--- config.mk ---
export PLATFORM = sky130hd
export DESIGN_NAME = multi_pin_edge_debouncer_core
export DESIGN_NICKNAME = d
export VERILOG_FILES = /design/src/rtl/mped_pkg.sv /design/src/rtl/multi_pin_edge_debouncer_core.sv /design/src/rtl/mped_lane.sv
export SDC_FILE = /design/constraint.sdc
export NUM_CORES = 1
export LEC_CHECK = 0
export BUFFER_PORTS_ARGS = -buffer_cell sky130_fd_sc_hd__buf_2
export CAP_MARGIN = 20
export CORE_UTILIZATION = 38
export DETAILED_ROUTE_END_ITERATION = 8
export GPL_TIMING_DRIVEN = 0
export PLACE_DENSITY = 0.53
export SYNTH_ARGS = -nofsm -noshare
export SYNTH_HDL_FRONTEND = slang
export SYNTH_HIERARCHICAL = 1
export SYNTH_SLANG_ARGS = --single-unit
--- constraint.sdc ---
create_clock -name clk -period 2.4 [get_ports clk]
set_input_delay 0.12 -clock clk [delete_from_list [all_inputs] [get_ports clk]]
set_output_delay 0.12 -clock clk [all_outputs]
set_load 0.01 [all_outputs]
--- src/rtl/mped_pkg.sv ---
// ----------------------------------------------------------------------------
// Edge debouncer package
// Shared widths, codes and types of the multi-pin edge debouncer.
// ----------------------------------------------------------------------------
package mped_pkg;

	// sampled level vector and per-pin mask width
	localparam int unsigned LVL_W   = 8;
	// holdoff counter width
	localparam int unsigned HOLD_W  = 8;
	// reported pin index width
	localparam int unsigned IDX_W   = 3;
	// configuration port widths
	localparam int unsigned CFG_A_W = 2;
	localparam int unsigned CFG_D_W = 8;

	// item kinds
	localparam logic KIND_TICK = 1'b0;
	localparam logic KIND_INIT = 1'b1;

	// configuration register indexes
	localparam logic [CFG_A_W-1:0] CFG_RISE_MASK    = 2'd0;
	localparam logic [CFG_A_W-1:0] CFG_FALL_MASK    = 2'd1;
	localparam logic [CFG_A_W-1:0] CFG_RESTART_MASK = 2'd2;
	localparam logic [CFG_A_W-1:0] CFG_HOLDOFF      = 2'd3;

	// configuration reset values
	localparam logic [CFG_D_W-1:0] RST_RISE_MASK    = 8'hFF;
	localparam logic [CFG_D_W-1:0] RST_FALL_MASK    = 8'h00;
	localparam logic [CFG_D_W-1:0] RST_RESTART_MASK = 8'h00;
	localparam logic [HOLD_W-1:0]  RST_HOLDOFF      = 8'd20;

	// per-pin settings handed to a lane
	typedef struct packed {
		logic              rise_en;
		logic              fall_en;
		logic              restart;
		logic [HOLD_W-1:0] holdoff;
	} lane_cfg_t;

	// per-pin event flags from a lane
	typedef struct packed {
		logic hit;
		logic rising;
	} lane_evt_t;

endpackage

--- src/rtl/multi_pin_edge_debouncer_core.sv ---
// ----------------------------------------------------------------------------
// Multi-pin edge debouncer
// Reports enabled pin edges with a per-pin holdoff; the highest pin wins.
// ----------------------------------------------------------------------------
// Throughput: one input beat per cycle; the input register, the pin lanes and
// the result register form one short pass, stalled only by a full result slot.
// Reset: clears levels, holdoff counters and valid flags, and loads the
// register defaults (rise mask all ones, fall and restart masks zero, holdoff 20).
module multi_pin_edge_debouncer_core import mped_pkg::*; #(
	parameter int unsigned PIN_COUNT = 8
) (
	input  logic               clk,
	input  logic               arst_n,
	// configuration write port
	input  logic               cfg_we,
	input  logic [CFG_A_W-1:0] cfg_idx,
	input  logic [CFG_D_W-1:0] cfg_data,
	// input stream
	input  logic               s_tvalid,
	output logic               s_tready,
	input  logic [LVL_W-1:0]   s_tdata,   // [7:0] pin_levels
	input  logic [0:0]         s_tuser,   // [0] kind
	// result stream
	output logic               m_tvalid,
	input  logic               m_tready,
	output logic [7:0]         m_tdata,   // [2:0] pin_index, [7:3] zero
	output logic [0:0]         m_tuser    // [0] rising
);

	logic [LVL_W-1:0]  rise_mask_q;
	logic [LVL_W-1:0]  fall_mask_q;
	logic [LVL_W-1:0]  restart_mask_q;
	logic [HOLD_W-1:0] holdoff_q;

	logic              valid_s1;
	logic              kind_s1;
	logic [LVL_W-1:0]  levels_s1;

	logic              out_valid_q;
	logic [IDX_W-1:0]  out_idx_q;
	logic              out_rising_q;

	logic              out_free;
	logic              retire;
	logic              ev_any;
	logic [IDX_W-1:0]  ev_idx;
	logic              ev_rising;

	lane_evt_t         lane_evt [PIN_COUNT];

	// write configuration registers
	always_ff @(posedge clk or negedge arst_n) begin
		if (!arst_n) begin
			rise_mask_q    <= RST_RISE_MASK;
			fall_mask_q    <= RST_FALL_MASK;
			restart_mask_q <= RST_RESTART_MASK;
			holdoff_q      <= RST_HOLDOFF;
		end else if (cfg_we) begin
			case (cfg_idx)
				CFG_RISE_MASK:    rise_mask_q    <= cfg_data;
				CFG_FALL_MASK:    fall_mask_q    <= cfg_data;
				CFG_RESTART_MASK: restart_mask_q <= cfg_data;
				CFG_HOLDOFF:      holdoff_q      <= cfg_data;
				default:          ;
			endcase
		end
	end

	// handshake: the beat in stage 1 leaves whenever the result slot can take it
	assign out_free = !out_valid_q || m_tready;
	assign retire   = valid_s1 && out_free;
	assign s_tready = !valid_s1 || out_free;

	// input register
	always_ff @(posedge clk or negedge arst_n) begin
		if (!arst_n) begin
			valid_s1 <= 1'b0;
		end else if (s_tready) begin
			valid_s1 <= s_tvalid;
		end
	end

	always_ff @(posedge clk) begin
		if (s_tready && s_tvalid) begin
			kind_s1   <= s_tuser[0];
			levels_s1 <= s_tdata;
		end
	end

	// pin lanes; pins past the level vector see zero and have no enables
	for (genvar g = 0; g < PIN_COUNT; g++) begin : g_lane
		logic      lvl;
		lane_cfg_t lcfg;
		if (g < LVL_W) begin : g_real
			assign lvl          = levels_s1[g];
			assign lcfg.rise_en = rise_mask_q[g];
			assign lcfg.fall_en = fall_mask_q[g];
			assign lcfg.restart = restart_mask_q[g];
		end else begin : g_pad
			assign lvl          = 1'b0;
			assign lcfg.rise_en = 1'b0;
			assign lcfg.fall_en = 1'b0;
			assign lcfg.restart = 1'b0;
		end
		assign lcfg.holdoff = holdoff_q;

		mped_lane u_lane (
			.clk    (clk),
			.arst_n (arst_n),
			.update (retire),
			.kind   (kind_s1),
			.level  (lvl),
			.cfg    (lcfg),
			.evt    (lane_evt[g])
		);
	end

	// pick the event of the highest reporting pin
	always_comb begin
		ev_any    = 1'b0;
		ev_idx    = '0;
		ev_rising = 1'b0;
		for (int i = 0; i < PIN_COUNT; i++) begin
			if (lane_evt[i].hit) begin
				ev_any    = 1'b1;
				ev_idx    = IDX_W'(i);
				ev_rising = lane_evt[i].rising;
			end
		end
	end

	// result register
	always_ff @(posedge clk or negedge arst_n) begin
		if (!arst_n) begin
			out_valid_q <= 1'b0;
		end else if (out_free) begin
			out_valid_q <= retire && ev_any;
		end
	end

	always_ff @(posedge clk) begin
		if (retire && ev_any) begin
			out_idx_q    <= ev_idx;
			out_rising_q <= ev_rising;
		end
	end

	assign m_tvalid   = out_valid_q;
	assign m_tdata    = {{(8 - IDX_W){1'b0}}, out_idx_q};
	assign m_tuser[0] = out_rising_q;

	// a stalled stage-1 beat keeps its place and payload
	a_s1_hold: assert property (@(posedge clk) disable iff (!arst_n)
		valid_s1 && !out_free |=> valid_s1 && $stable(levels_s1) && $stable(kind_s1))
		else $error("stage 1 beat lost during stall");

	// input side never takes a beat while stage 1 is blocked
	a_no_overrun: assert property (@(posedge clk) disable iff (!arst_n)
		!(s_tready && valid_s1 && !out_free))
		else $error("input taken while stage 1 blocked");

	// a freshly loaded result names a pin whose edge kind is enabled
	a_evt_enabled: assert property (@(posedge clk) disable iff (!arst_n)
		retire && ev_any |=> (m_tuser[0] ? rise_mask_q[out_idx_q] : fall_mask_q[out_idx_q]))
		else $error("reported edge not enabled");

endmodule

--- src/rtl/mped_lane.sv ---
// ----------------------------------------------------------------------------
// Edge debouncer pin lane
// Holds one pin's previous level and holdoff counter and flags its edge event.
// ----------------------------------------------------------------------------
module mped_lane import mped_pkg::*; (
	input  logic      clk,
	input  logic      arst_n,
	input  logic      update,   // a beat retires this cycle
	input  logic      kind,
	input  logic      level,
	input  lane_cfg_t cfg,
	output lane_evt_t evt
);

	logic              prev_q;
	logic [HOLD_W-1:0] cnt_q;
	logic [HOLD_W-1:0] cnt_nxt;
	logic              changed;
	logic              enabled;
	logic              cnt_zero;

	assign changed  = level ^ prev_q;
	assign enabled  = level ? cfg.rise_en : cfg.fall_en;
	assign cnt_zero = (cnt_q == '0);

	// work out next counter and the event flag
	always_comb begin
		cnt_nxt    = cnt_q;
		evt.hit    = 1'b0;
		evt.rising = level;
		if (kind == KIND_TICK) begin
			if (changed) begin
				if (enabled) begin
					if (cnt_zero) begin
						cnt_nxt = cfg.holdoff;
						evt.hit = 1'b1;
					end else if (cfg.restart) begin
						cnt_nxt = cfg.holdoff;
					end else begin
						cnt_nxt = cnt_q - 1'b1;
					end
				end
			end else if (!cnt_zero) begin
				cnt_nxt = cnt_q - 1'b1;
			end
		end
	end

	// hold state between beats
	always_ff @(posedge clk or negedge arst_n) begin
		if (!arst_n) begin
			prev_q <= 1'b0;
			cnt_q  <= '0;
		end else if (update) begin
			prev_q <= level;
			cnt_q  <= cnt_nxt;
		end
	end

endmodule

==> flow_metrics.py, run 1 <==
metrics = {
    "worst_setup_path": {
        "crit_buf_inv": 2,
        "crit_fanout": 5,
        "cp_top_family": "simple AND/OR/NAND/NOR gates",
        "worstSetupPathType": "flop to flop",
        "path_cells": "inv_1, ha_1, nor4b_4, nand2_2, nor3_4, nor2_1, nand2_1, nor4b_2, nor2b_1, buf_4",
        "cp-end-kind": "flop",
        "cp_num_cells": 10,
        "r2r-start": "g_lane[7].u_lane/cnt_q[0]",
        "worstPathArrival_ns": 2.43,
        "slowest_stage": "dfrtp_1",
        "crit_required_ns": 2.53,
        "worstSetupStartpoint": "g_lane[7].u_lane/cnt_q[0]",
        "cp-start-kind": "flop",
        "cpPeakStageDelay_ns": 0.39,
        "worstRegToRegCells": 10,
    },
    "timing": {
        "setup_tns_ns": 0,
        "setup_viol": 0,
        "holdWs_ns": 0.0181,
        "worst_pin_slew_ns": 1.09,
        "finalHoldViolCount": 0,
        "fin_skew_ns": 0.0106,
        "maxSlewHeadroom_pct": 27.4,
        "min_period_ns": 2.30,
        "max_freq_mhz": 435,
        "slew_violations": 0,
        "period_share_pct": 95.9,
    },
    "logic_synthesis": {
        "synth_edf_count": 13,
        "synth-main-ff-cell": "dfrtp_1",
        "synth_area_per_cell_um2": 10.2,
        "ys_warn_count": 6,
        "netlist_instances": 754,
        "async_flop_share_pct": 89.1,
        "synthDistinctLibCells": 57,
        "syn_area_um2": 7710,
        "ys_ff_latch": 119,
        "synth_sequential_area_ratio_pct": 39.6,
    },
    "finish": {
        "nets": 871,
        "most-common-layout-cells": "dfrtp_1, nand2_1, nor2_1",
        "post-route-util_pct": 47.3,
        "area_growth_pct": 20.5,
        "fin_cells": 1117,
        "final_area_um2": 9290,
        "diodes": 0,
        "drive_above_1_share_pct": 29.5,
        "final_common_cell": "dfrtp_1",
    },
    "placed_design": {
        "portBuffers": 29,
        "place_area_um2": 8230,
        "dp_hpwl_um": 13200,
        "dp.cells": 1053,
        "gp_routability_congestion": 0.836,
    },
    "grt": {
        "track_usage_pct": 20.3,
        "grt_max_degree": 59,
        "grt.overflow.total": 0,
        "grt_pass1_wl_um": 31900,
        "grt_pass1_vias": 6020,
        "antenna_found_initial": 0,
    },
    "cts": {
        "cts_buffers": 17,
        "clock_sinks": 119,
        "root_buffer": "clkbuf_16",
        "cts_max_path_buffers": 2,
        "cts_tree": "done",
        "cts_htree_levels": 4,
        "clock_latency_ns": 0.42,
        "clk_pin_slew_ns": 0.06,
    },
    "routing": {
        "vias": 6155,
        "dr.first_iter.drc_count": 340,
        "routedWlPerCell_um": 17.8,
        "ant_nets": 0,
        "drt-total-wl_um": 19900,
        "dr.pass1.iters": 5,
        "viasPerCell": 5.51,
        "drc": 0,
    },
    "pwr": {
        "powerDensity_nw_per_um2": 1100,
        "power_frac_clock_pct": 27.1,
        "p_switching_mw": 3.88,
        "p_leak_nw": 3.74,
        "ir_drop_mv": 0.532,
        "p_int_mw": 6.33,
        "combPwrFrac_pct": 35.6,
        "seqPwrFrac_pct": 37.3,
        "switching_share_pct": 38.0,
    },
    "die": {
        "core_area_um2": 19700,
        "die-area_um2": 20900,
        "rows": 51,
        "die_h_um": 144,
        "ios": 35,
        "die_w_um": 144,
        "start_util_pct": 39.2,
    },
    "hold_path": {
        "min_from": "cfg_data[6]",
        "min_path_type": "input port to flop",
        "holdPathStages": 2,
    },
    "flow_run": {
        "maxCapViolations": 0,
    },
    "outcome": {
        "status": "finished clean",
    },
}
## worst paths after layout
check	slack, ns	to
setup / recovery	0.1	out_idx_q[0]
hold / removal	0.02	restart_mask_q[6]
setup reg to reg	0.1	out_idx_q[0]
hold reg to reg	0.52	restart_mask_q[7]
max in group asynchronous	1.45	rise_mask_q[7]
min in group asynchronous	0.23	g_lane[4].u_lane/cnt_q[1]
## Yosys cell counts, types with 7 or more instances
cell / count / area (um^2)
a21oi_1: 42 / 210
a21oi_2: 15 / 131
a22oi_1: 8 / 60.1
a31oi_1: 8 / 50.1
a32oi_1: 8 / 70.1
a41oi_2: 7 / 114
buf_2: 7 / 35.0
buf_4: 13 / 97.6
buf_6: 16 / 180
dfrtp_1: 96 / 2400
dfstp_2: 10 / 263
edfxtp_1: 13 / 390
ha_1: 8 / 100
inv_1: 36 / 135
mux2_2: 40 / 450
mux2i_1: 25 / 250
nand2_1: 53 / 199
nand2_2: 8 / 50.1
nor2_1: 52 / 195
nor2b_1: 23 / 144
nor3_1: 26 / 130
nor3_2: 8 / 80.1
nor4_1: 15 / 93.8
nor4b_1: 8 / 70.1
nor4b_4: 8 / 190
o2111ai_4: 8 / 210
o21ai_0: 26 / 130
o21ai_1: 34 / 170
o21bai_1: 22 / 165
o22a_1: 14 / 123
o22ai_1: 8 / 50.1
o2bb2ai_1: 16 / 140
o31ai_1: 9 / 67.6
or2_1: 7 / 43.8
or3_1: 14 / 87.6
xnor2_1: 8 / 70.1
xor2_2: 7 / 114
## worst register-to-register path, delay by kind of cell, from the launching register on
kind	cells	cell delay [ns]
DFF	1	0.39
adders and majority gates	1	0.26
and+or+nand+nor	7	1.09
buffers and inverters	2	0.27
## layer usage
metal | vias up | global-route usage [%] | share of wire [%]
li1 | 2945 | - | -
met1 | 3065 | 26.9 | 46
met2 | 119 | 33.0 | 48
met3 | 26 | 3.64 | 3.6
met4 | 0 | 7.20 | 1.5
met5 | - | 0 | 0
## area by class of cell
class,count,area (um^2)
plain buffers,37,317
clock buffers,21,472
clock inverters,11,170
fillers,1840,10400
inverters,36,135
multi-input cells,566,4350
flip-flops and latches,119,3060
well taps,265,332
repair buffers,62,462
## power by group through the flow
stage	Clock [mW]	Sequential [mW]	Combinational, mW
5_1_grt	2.90	3.92	4.04
3_5_place_dp	0	3.83	3.41
2_1_floorplan	0	3.48	2.83
4_1_cts	2.83	3.80	3.51
6_report	2.77	3.81	3.63
3_3_place_gp	0	3.80	3.31
## cell families (layout without fill, tap and decap cells)
family	Yosys count	in the layout	synth area share [%]
and+or+nand+nor	239	239	18.4
AOI/OAI and AO/OA	233	233	22.9
buffers and inverters	73	167	5.86
other	1	5	0.0486
xor gates and xnor gates	16	16	2.74
muxes	65	65	9.09
adders and majority gates	8	8	1.30
DFF	119	119	39.6
## sequential cells by signal (all words and copies together), names as in the netlist
| signal | cells |
|---|---|
| g_lane.u_lane/cnt_q | 64 |
| fall_mask_q | 8 |
| g_lane.u_lane/prev_q | 8 |
| holdoff_q | 8 |
| levels_s1 | 8 |
| restart_mask_q | 8 |
| rise_mask_q | 8 |
| out_idx_q | 3 |
| kind_s1 | 1 |
| m_tuser | 1 |
| m_tvalid | 1 |
| valid_s1 | 1 |
## repair_timing
item | 4_1_cts | 5_1_grt
gates resized for setup | 11 | 16
pin swaps | 0 | 3
setup buffers | 10 | 5
setup endpoints to repair | 6 | 10
hold endpoints to repair | 69 | 0
hold buffers | 17 | 0
## stage by stage
step           total power [mW]  setup WS, ns
2_1_floorplan              6.30         0.124
3_3_place_gp               7.11        -0.456
3_5_place_dp               7.24        -0.435
4_1_cts                    10.1        0.0131
5_1_grt                    10.9       -0.0149
6_report                   10.2        0.0990
(Power assumes the default switching activity.)
==> run 2: changes to the inputs <==
--- a/config.mk
+++ b/config.mk
@@ -10,7 +10,7 @@
 export CORE_UTILIZATION = 38
 export DETAILED_ROUTE_END_ITERATION = 8
 export GPL_TIMING_DRIVEN = 0
-export PLACE_DENSITY = 0.53
+export PLACE_DENSITY = 0.51
 export SYNTH_ARGS = -nofsm -noshare
 export SYNTH_HDL_FRONTEND = slang
 export SYNTH_HIERARCHICAL = 1
==> constraint.sdc (replaced) <==
create_clock -name clk -period 2.5 [get_ports clk]
set_input_delay 0.125 -clock clk [delete_from_list [all_inputs] [get_ports clk]]
set_output_delay 0.125 -clock clk [all_outputs]
set_load 0.01 [all_outputs]
==> run 2 against run 1 <==
Compared with the run above:
- clock skew is 0.0018 ns higher
- sequential cell count stayed put
- combinational power is 6.1% lower
- clock-buffer cell count is 4 higher
- critical path depth is 2 lower
- maximum frequency is 2.3% lower
- die area stayed put
- clock power is 14% lower
==> flow_metrics.py, run 2 (same netlist as run 1, synthesis figures left out) <==
metrics = {
    "outcome": {
        "status": "finished clean",
    },
    "worst_setup_path": {
        "cp-start-kind": "flop",
        "worstSetupStartpoint": "g_lane[3].u_lane/cnt_q[0]",
        "reg2reg_slack_ns": 0.15,
        "rr_endpoint": "m_tuser",
        "endpoint": "m_tuser",
        "worstPathArrival_ns": 2.45,
        "cp-end-kind": "flop",
        "worstRegToRegCells": 8,
        "worstSetupPathType": "flop to flop",
        "crit_required_ns": 2.60,
        "r2r-start": "g_lane[3].u_lane/cnt_q[0]",
        "crit_fanout": 6,
    },
    "finish": {
        "final_area_um2": 9180,
        "area_growth_pct": 19.1,
        "largest_reg_flops": 64,
        "most-common-layout-cells": "dfrtp_1, nand2_1, nor2_1",
        "drive_above_1_share_pct": 28.8,
        "final_common_cell": "dfrtp_1",
        "diodes": 0,
        "regMostFlops": "g_lane.u_lane/cnt_q",
        "nets": 866,
    },
    "grt": {
        "grt_pass1_wl_um": 31700,
        "antenna_found_initial": 0,
        "grt.overflow.total": 0,
        "track_usage_pct": 20.2,
        "grt_pass1_vias": 5931,
        "grt_max_degree": 61,
    },
    "cts": {
        "cts_buffers": 17,
        "clock_sinks": 119,
        "cts_max_path_buffers": 2,
        "clock_latency_ns": 0.42,
        "clk_pin_slew_ns": 0.05,
        "root_buffer": "clkbuf_16",
        "cts_tree": "done",
        "cts_htree_levels": 4,
    },
    "placed_design": {
        "place_area_um2": 8230,
        "portBuffers": 29,
        "gp_routability_congestion": 0.827,
        "dp_hpwl_um": 13100,
    },
    "die": {
        "die_w_um": 144,
        "die_h_um": 144,
        "core_area_um2": 19700,
        "die-area_um2": 20900,
        "rows": 51,
        "start_util_pct": 39.2,
        "ios": 35,
    },
    "timing": {
        "max_freq_mhz": 425,
        "finalHoldViolCount": 0,
        "period_share_pct": 94.2,
        "maxSlewHeadroom_pct": 27.9,
        "min_period_ns": 2.35,
        "worst_pin_slew_ns": 1.08,
        "slew_violations": 0,
        "fin_skew_ns": 0.0125,
        "setup_viol": 0,
    },
    "routing": {
        "drc": 0,
        "dr.pass1.iters": 5,
        "vias": 6073,
        "ant_nets": 0,
        "drt-total-wl_um": 19600,
        "viasPerCell": 5.46,
        "dr.first_iter.drc_count": 242,
        "routedWlPerCell_um": 17.6,
    },
    "pwr": {
        "powerDensity_nw_per_um2": 1030,
        "ir_drop_mv": 0.459,
        "power_mw": 9.45,
        "p_leak_nw": 3.69,
    },
    "hold_path": {
        "min_path_type": "input port to flop",
        "min_from": "cfg_data[5]",
    },
    "flow_run": {
        "maxCapViolations": 0,
    },
}
-- run 2: changes by cell type in the layout (fill, tap and decap cells not counted), moves of 2 or more --
cell           before  now
clkinv_4            2    0
clkinv_2            2    4
dlygate4sd3_1      17   15
buf_4              28   25
inv_2               2    0
bufinv_16           4    1
clkbuf_8            1    4
inv_1              34   36
-- run 2: metrics by stage --
step	util, %	hold slack [ns]	setup slack, ns	TNS, ns	cells
after floorplan	-	-0.171	0.224	0	758
after detailed placement	41.9	0.110	-0.467	-1.87	1053
after CTS	46.1	0.00328	0.0139	0	1105
final	46.7	0.00875	0.145	0	1112
after global routing	46.7	0.00104	-0.00992	-0.0308	1112
after global placement	41.7	0.303	-0.403	-10.07	1052
-- run 2: layer usage --
layer | vias to the layer above | share of wire [%] | global-route usage (%)
met4 | 0 | 2.1 | 7.87
li1 | 2946 | - | -
met5 | - | 0 | 0
met2 | 132 | 47 | 32.1
met1 | 2971 | 47 | 27.0
met3 | 24 | 3.8 | 4.04
-- run 2: what timing repair did --
| action | 4_1_cts | 5_1_grt |
|---|---|---|
| gates resized for setup | 10 | 13 |
| hold endpoints to repair | 58 | 0 |
| hold buffers | 15 | 0 |
| pin swaps | 1 | 2 |
| endpoints found under the setup margin | 6 | 6 |
| setup buffers | 5 | 7 |
-- run 2: worst max-delay path: stages (launching register included) --
cell and delay [ns]:
dfrtp_1 0.41, inv_1 0.14, ha_1 0.28, nor4b_4 0.29, nand2_2 0.14, nor3_4 0.24, nor2_1 0.10, nor4b_2 0.19
nor2b_2 0.24
-- run 2: how the worst min path moves through the flow --
stage                                     end  slack [ns]  depth (start not counted)
floorplan                      fall_mask_q[0]       -0.17                          0
global placement                 levels_s1[2]        0.30                          1
detailed placement  g_lane[6].u_lane/cnt_q[0]        0.11                          1
CTS                         restart_mask_q[5]       0.003                          2
global route                   fall_mask_q[5]       0.001                          2
finish                      restart_mask_q[5]       0.009                          2
-- run 2: where the power goes --
part / switching (mW) / internal [mW]
logic: 1.75 / 1.66
clock network: 0.865 / 1.52
registers: 1.02 / 2.63
-- run 2: area by class of cell --
cell class,instances,area (um^2)
fill,1871,10500
timing repair buffer,57,419
sequential,119,3060
tap,265,332
buffer,37,317
inverter,36,135
clock buffer,25,517
multi-input combinational,566,4340
clock inverter,7,65.1
==> run 3: changes to the inputs <==
--- a/config.mk
+++ b/config.mk
@@ -6,12 +6,12 @@
 export NUM_CORES = 1
 export LEC_CHECK = 0
 export BUFFER_PORTS_ARGS = -buffer_cell sky130_fd_sc_hd__buf_2
-export CAP_MARGIN = 20
+export CAP_MARGIN = 10
 export CORE_UTILIZATION = 38
 export DETAILED_ROUTE_END_ITERATION = 8
 export GPL_TIMING_DRIVEN = 0
+export HOLD_SLACK_MARGIN = 0.1
 export PLACE_DENSITY = 0.51
 export SYNTH_ARGS = -nofsm -noshare
 export SYNTH_HDL_FRONTEND = slang
-export SYNTH_HIERARCHICAL = 1
 export SYNTH_SLANG_ARGS = --single-unit
==> run 3 against run 2 <==
Compared with the run above:
- area after synthesis is 12% lower
- setup slack better by 0.0063 ns
- sequential cell count stayed put
- register-to-register slack is essentially flat
- critical endpoint unchanged
- largest cell class unchanged
- highest routed layer unchanged
==> flow_metrics.py, run 3 <==
metrics = {
    "finish": {
        "fin_cells": 1011,
        "drive_above_1_share_pct": 19.7,
        "post-route-util_pct": 46.6,
        "largest_reg_flops": 64,
        "regMostFlops": "g_lane.u_lane.cnt_q",
        "final_common_cell": "dfrtp_1",
        "diodes": 0,
        "final_area_um2": 8080,
        "most-common-layout-cells": "dfrtp_1, nor2_1, o21ai_0",
        "nets": 813,
        "area_growth_pct": 19.1,
    },
    "placed_design": {
        "gp_routability_congestion": 0.808,
        "portBuffers": 29,
        "dp_slack_ns": 0.0798,
        "dp_hpwl_um": 12100,
        "dp.cells": 956,
        "place_area_um2": 7260,
    },
    "routing": {
        "routedWlPerCell_um": 17.7,
        "ant_nets": 0,
        "drc": 0,
        "drt-total-wl_um": 17900,
        "dr.pass1.iters": 4,
        "viasPerCell": 5.55,
        "vias": 5609,
        "dr.first_iter.drc_count": 406,
    },
    "logic_synthesis": {
        "synthDistinctLibCells": 68,
        "synth_xor_area_share_pct": 0.903,
        "synth_sequential_area_ratio_pct": 45.0,
        "synthSimpleGateAreaFrac_pct": 19.0,
        "synth_area_leader_cell": "dfrtp_1",
        "synth_top_family_by_area": "compound AO/OA/AOI/OAI gates",
        "syn_area_um2": 6790,
        "netlist_instances": 697,
        "synth_edf_count": 13,
        "ys_ff_latch": 119,
        "synth_top_area_share_pct": 35.4,
        "synth-main-ff-cell": "dfrtp_1",
        "synth_mux_area_share_pct": 7.69,
        "synth_area_per_cell_um2": 9.74,
        "synth_compound_area_share_pct": 20.4,
        "yosys-top-cells-area": "dfrtp_1, mux2_2, edfxtp_1, o21ai_0, a21oi_1",
        "synth.most_common_cell": "dfrtp_1",
        "async_flop_share_pct": 89.1,
        "ys_warn_count": 0,
        "synthAdderAreaFrac_pct": 2.95,
        "synth_top_cells_by_count": "dfrtp_1, nor2_1, o21ai_0",
    },
    "grt": {
        "grt_max_degree": 62,
        "grt_pass1_wl_um": 29100,
        "grt.overflow.total": 0,
        "antenna_found_initial": 0,
        "track_usage_pct": 21.1,
        "grt_pass1_vias": 5410,
    },
    "worst_setup_path": {
        "cp_top_family": "simple AND/OR/NAND/NOR gates",
        "path_cells": "inv_1, ha_1, or3b_2, a2111oi_4, nor2_1, nand4_1, nor2b_4",
        "worstSetupPathType": "flop to flop",
        "cpPeakStageDelay_ns": 0.51,
        "crit_buf_inv": 1,
        "crit_required_ns": 2.61,
        "slowest_stage": "or3b_2",
        "cp-start-kind": "flop",
        "worstPathArrival_ns": 2.46,
        "cp-end-kind": "flop",
        "crit_fanout": 4,
    },
    "die": {
        "die_w_um": 136,
        "start_util_pct": 39.1,
        "ios": 35,
        "core_area_um2": 17400,
        "die-area_um2": 18400,
        "rows": 48,
        "die_h_um": 136,
    },
    "cts": {
        "cts_htree_levels": 4,
        "cts_max_path_buffers": 2,
        "clock_latency_ns": 0.42,
        "clock_sinks": 119,
        "clk_pin_slew_ns": 0.05,
        "cts_tree": "done",
        "root_buffer": "clkbuf_16",
        "cts_buffers": 17,
    },
    "timing": {
        "maxSlewHeadroom_pct": 33.2,
        "setup_viol": 0,
        "fin_skew_ns": 0.00852,
        "rsz0062_at_grt": "no",
        "slew_violations": 0,
        "period_share_pct": 93.9,
        "finalWorstSetupSlack_ns": 0.152,
        "max_freq_mhz": 426,
        "holdWs_ns": 0.212,
        "finalHoldViolCount": 0,
        "min_period_ns": 2.35,
        "worst_pin_slew_ns": 1.00,
    },
    "pwr": {
        "seqPwrFrac_pct": 38.9,
        "p_switching_mw": 3.08,
        "ir_drop_mv": 0.476,
        "powerDensity_nw_per_um2": 1050,
        "switching_share_pct": 36.4,
        "power_frac_clock_pct": 28.8,
        "combPwrFrac_pct": 32.3,
        "p_leak_nw": 3.32,
        "p_int_mw": 5.39,
    },
    "hold_path": {
        "min_path_type": "input port to async pin",
    },
    "outcome": {
        "status": "finished clean",
    },
    "flow_run": {
        "maxCapViolations": 0,
    },
}
[run 3: changes by cell type after synthesis, sizes merged, moves of 9 or more]
| cell | delta |
|---|---|
| nand2 | -22 |
| nor2 | +21 |
| mux2i | -19 |
| o21bai | -18 |
| buf | -15 |
| o2bb2ai | -15 |
| nor2b | -14 |
| o21ai | +13 |
| nor4b | -12 |
| o21a | +12 |
| inv | -10 |
| clkbuf | +9 |
| nor3b | +9 |
[run 3: cell type report]
| cell class | instances | area (um^2) |
|---|---|---|
| Buffer | 31 | 171 |
| Clock buffer | 30 | 554 |
| Clock inverter | 2 | 35.0 |
| Fill cell | 1610 | 9270 |
| Inverter | 26 | 97.6 |
| Multi-Input combinational cell | 525 | 3480 |
| Sequential cell | 119 | 3060 |
| Tap cell | 225 | 282 |
| Timing Repair Buffer | 53 | 404 |
[run 3: repair_timing]
action,in CTS,in global routing
resized for setup,0,2
endpoints found under the setup margin,0,4
buffers inserted,0,2
hold endpoints to repair,135,0
hold buffers,21,0
[run 3: through the flow]
stage	total power [mW]	TNS [ns]
finish	8.47	0
global route	9.10	0
CTS	8.52	0
detailed placement	6.02	0
global placement	5.90	-4.64
floorplan	5.25	0
[run 3: kinds of logic (layout without fill, tap and decap cells)]
logic type / Yosys count / after routing
and+or+nand+nor: 232 / 232
AOI/OAI and AO/OA: 218 / 218
DFF: 119 / 119
buffers and inverters: 57 / 142
muxes: 47 / 47
adders and majority gates: 16 / 16
xor gates and xnor gates: 7 / 7
other: 1 / 5
[run 3: final timing paths]
check	start	to	slack (ns)	cells past startpoint
min reg2reg	fall_mask_q[5]	fall_mask_q[5]	0.50	1
max in group asynchronous	arst_n	holdoff_q[2]	1.58	3
min in group clk	cfg_idx[0]	rise_mask_q[3]	0.23	3
max reg2reg	g_lane[4].u_lane.cnt_q[0]	m_tuser	0.15	7
max	g_lane[4].u_lane.cnt_q[0]	m_tuser	0.15	7
min	arst_n	g_lane[0].u_lane.cnt_q[2]	0.21	2
[run 3: per-layer routing]
| layer | track usage (%) | part of all wire [%] | vias to the layer above |
|---|---|---|---|
| li1 | - | - | 2701 |
| met1 | 27.4 | 46 | 2749 |
| met2 | 33.1 | 47 | 126 |
| met3 | 5.20 | 4.2 | 33 |
| met4 | 8.93 | 2.9 | 0 |
| met5 | 0 | 0 | - |
[run 3: power by group through the flow]
stage	Clock (mW)	Combinational, mW	Sequential, mW
finish	2.44	2.73	3.30
global route	2.58	3.11	3.41
global placement	0	2.61	3.29
detailed placement	0	2.71	3.31
floorplan	0	2.10	3.15
CTS	2.49	2.74	3.29
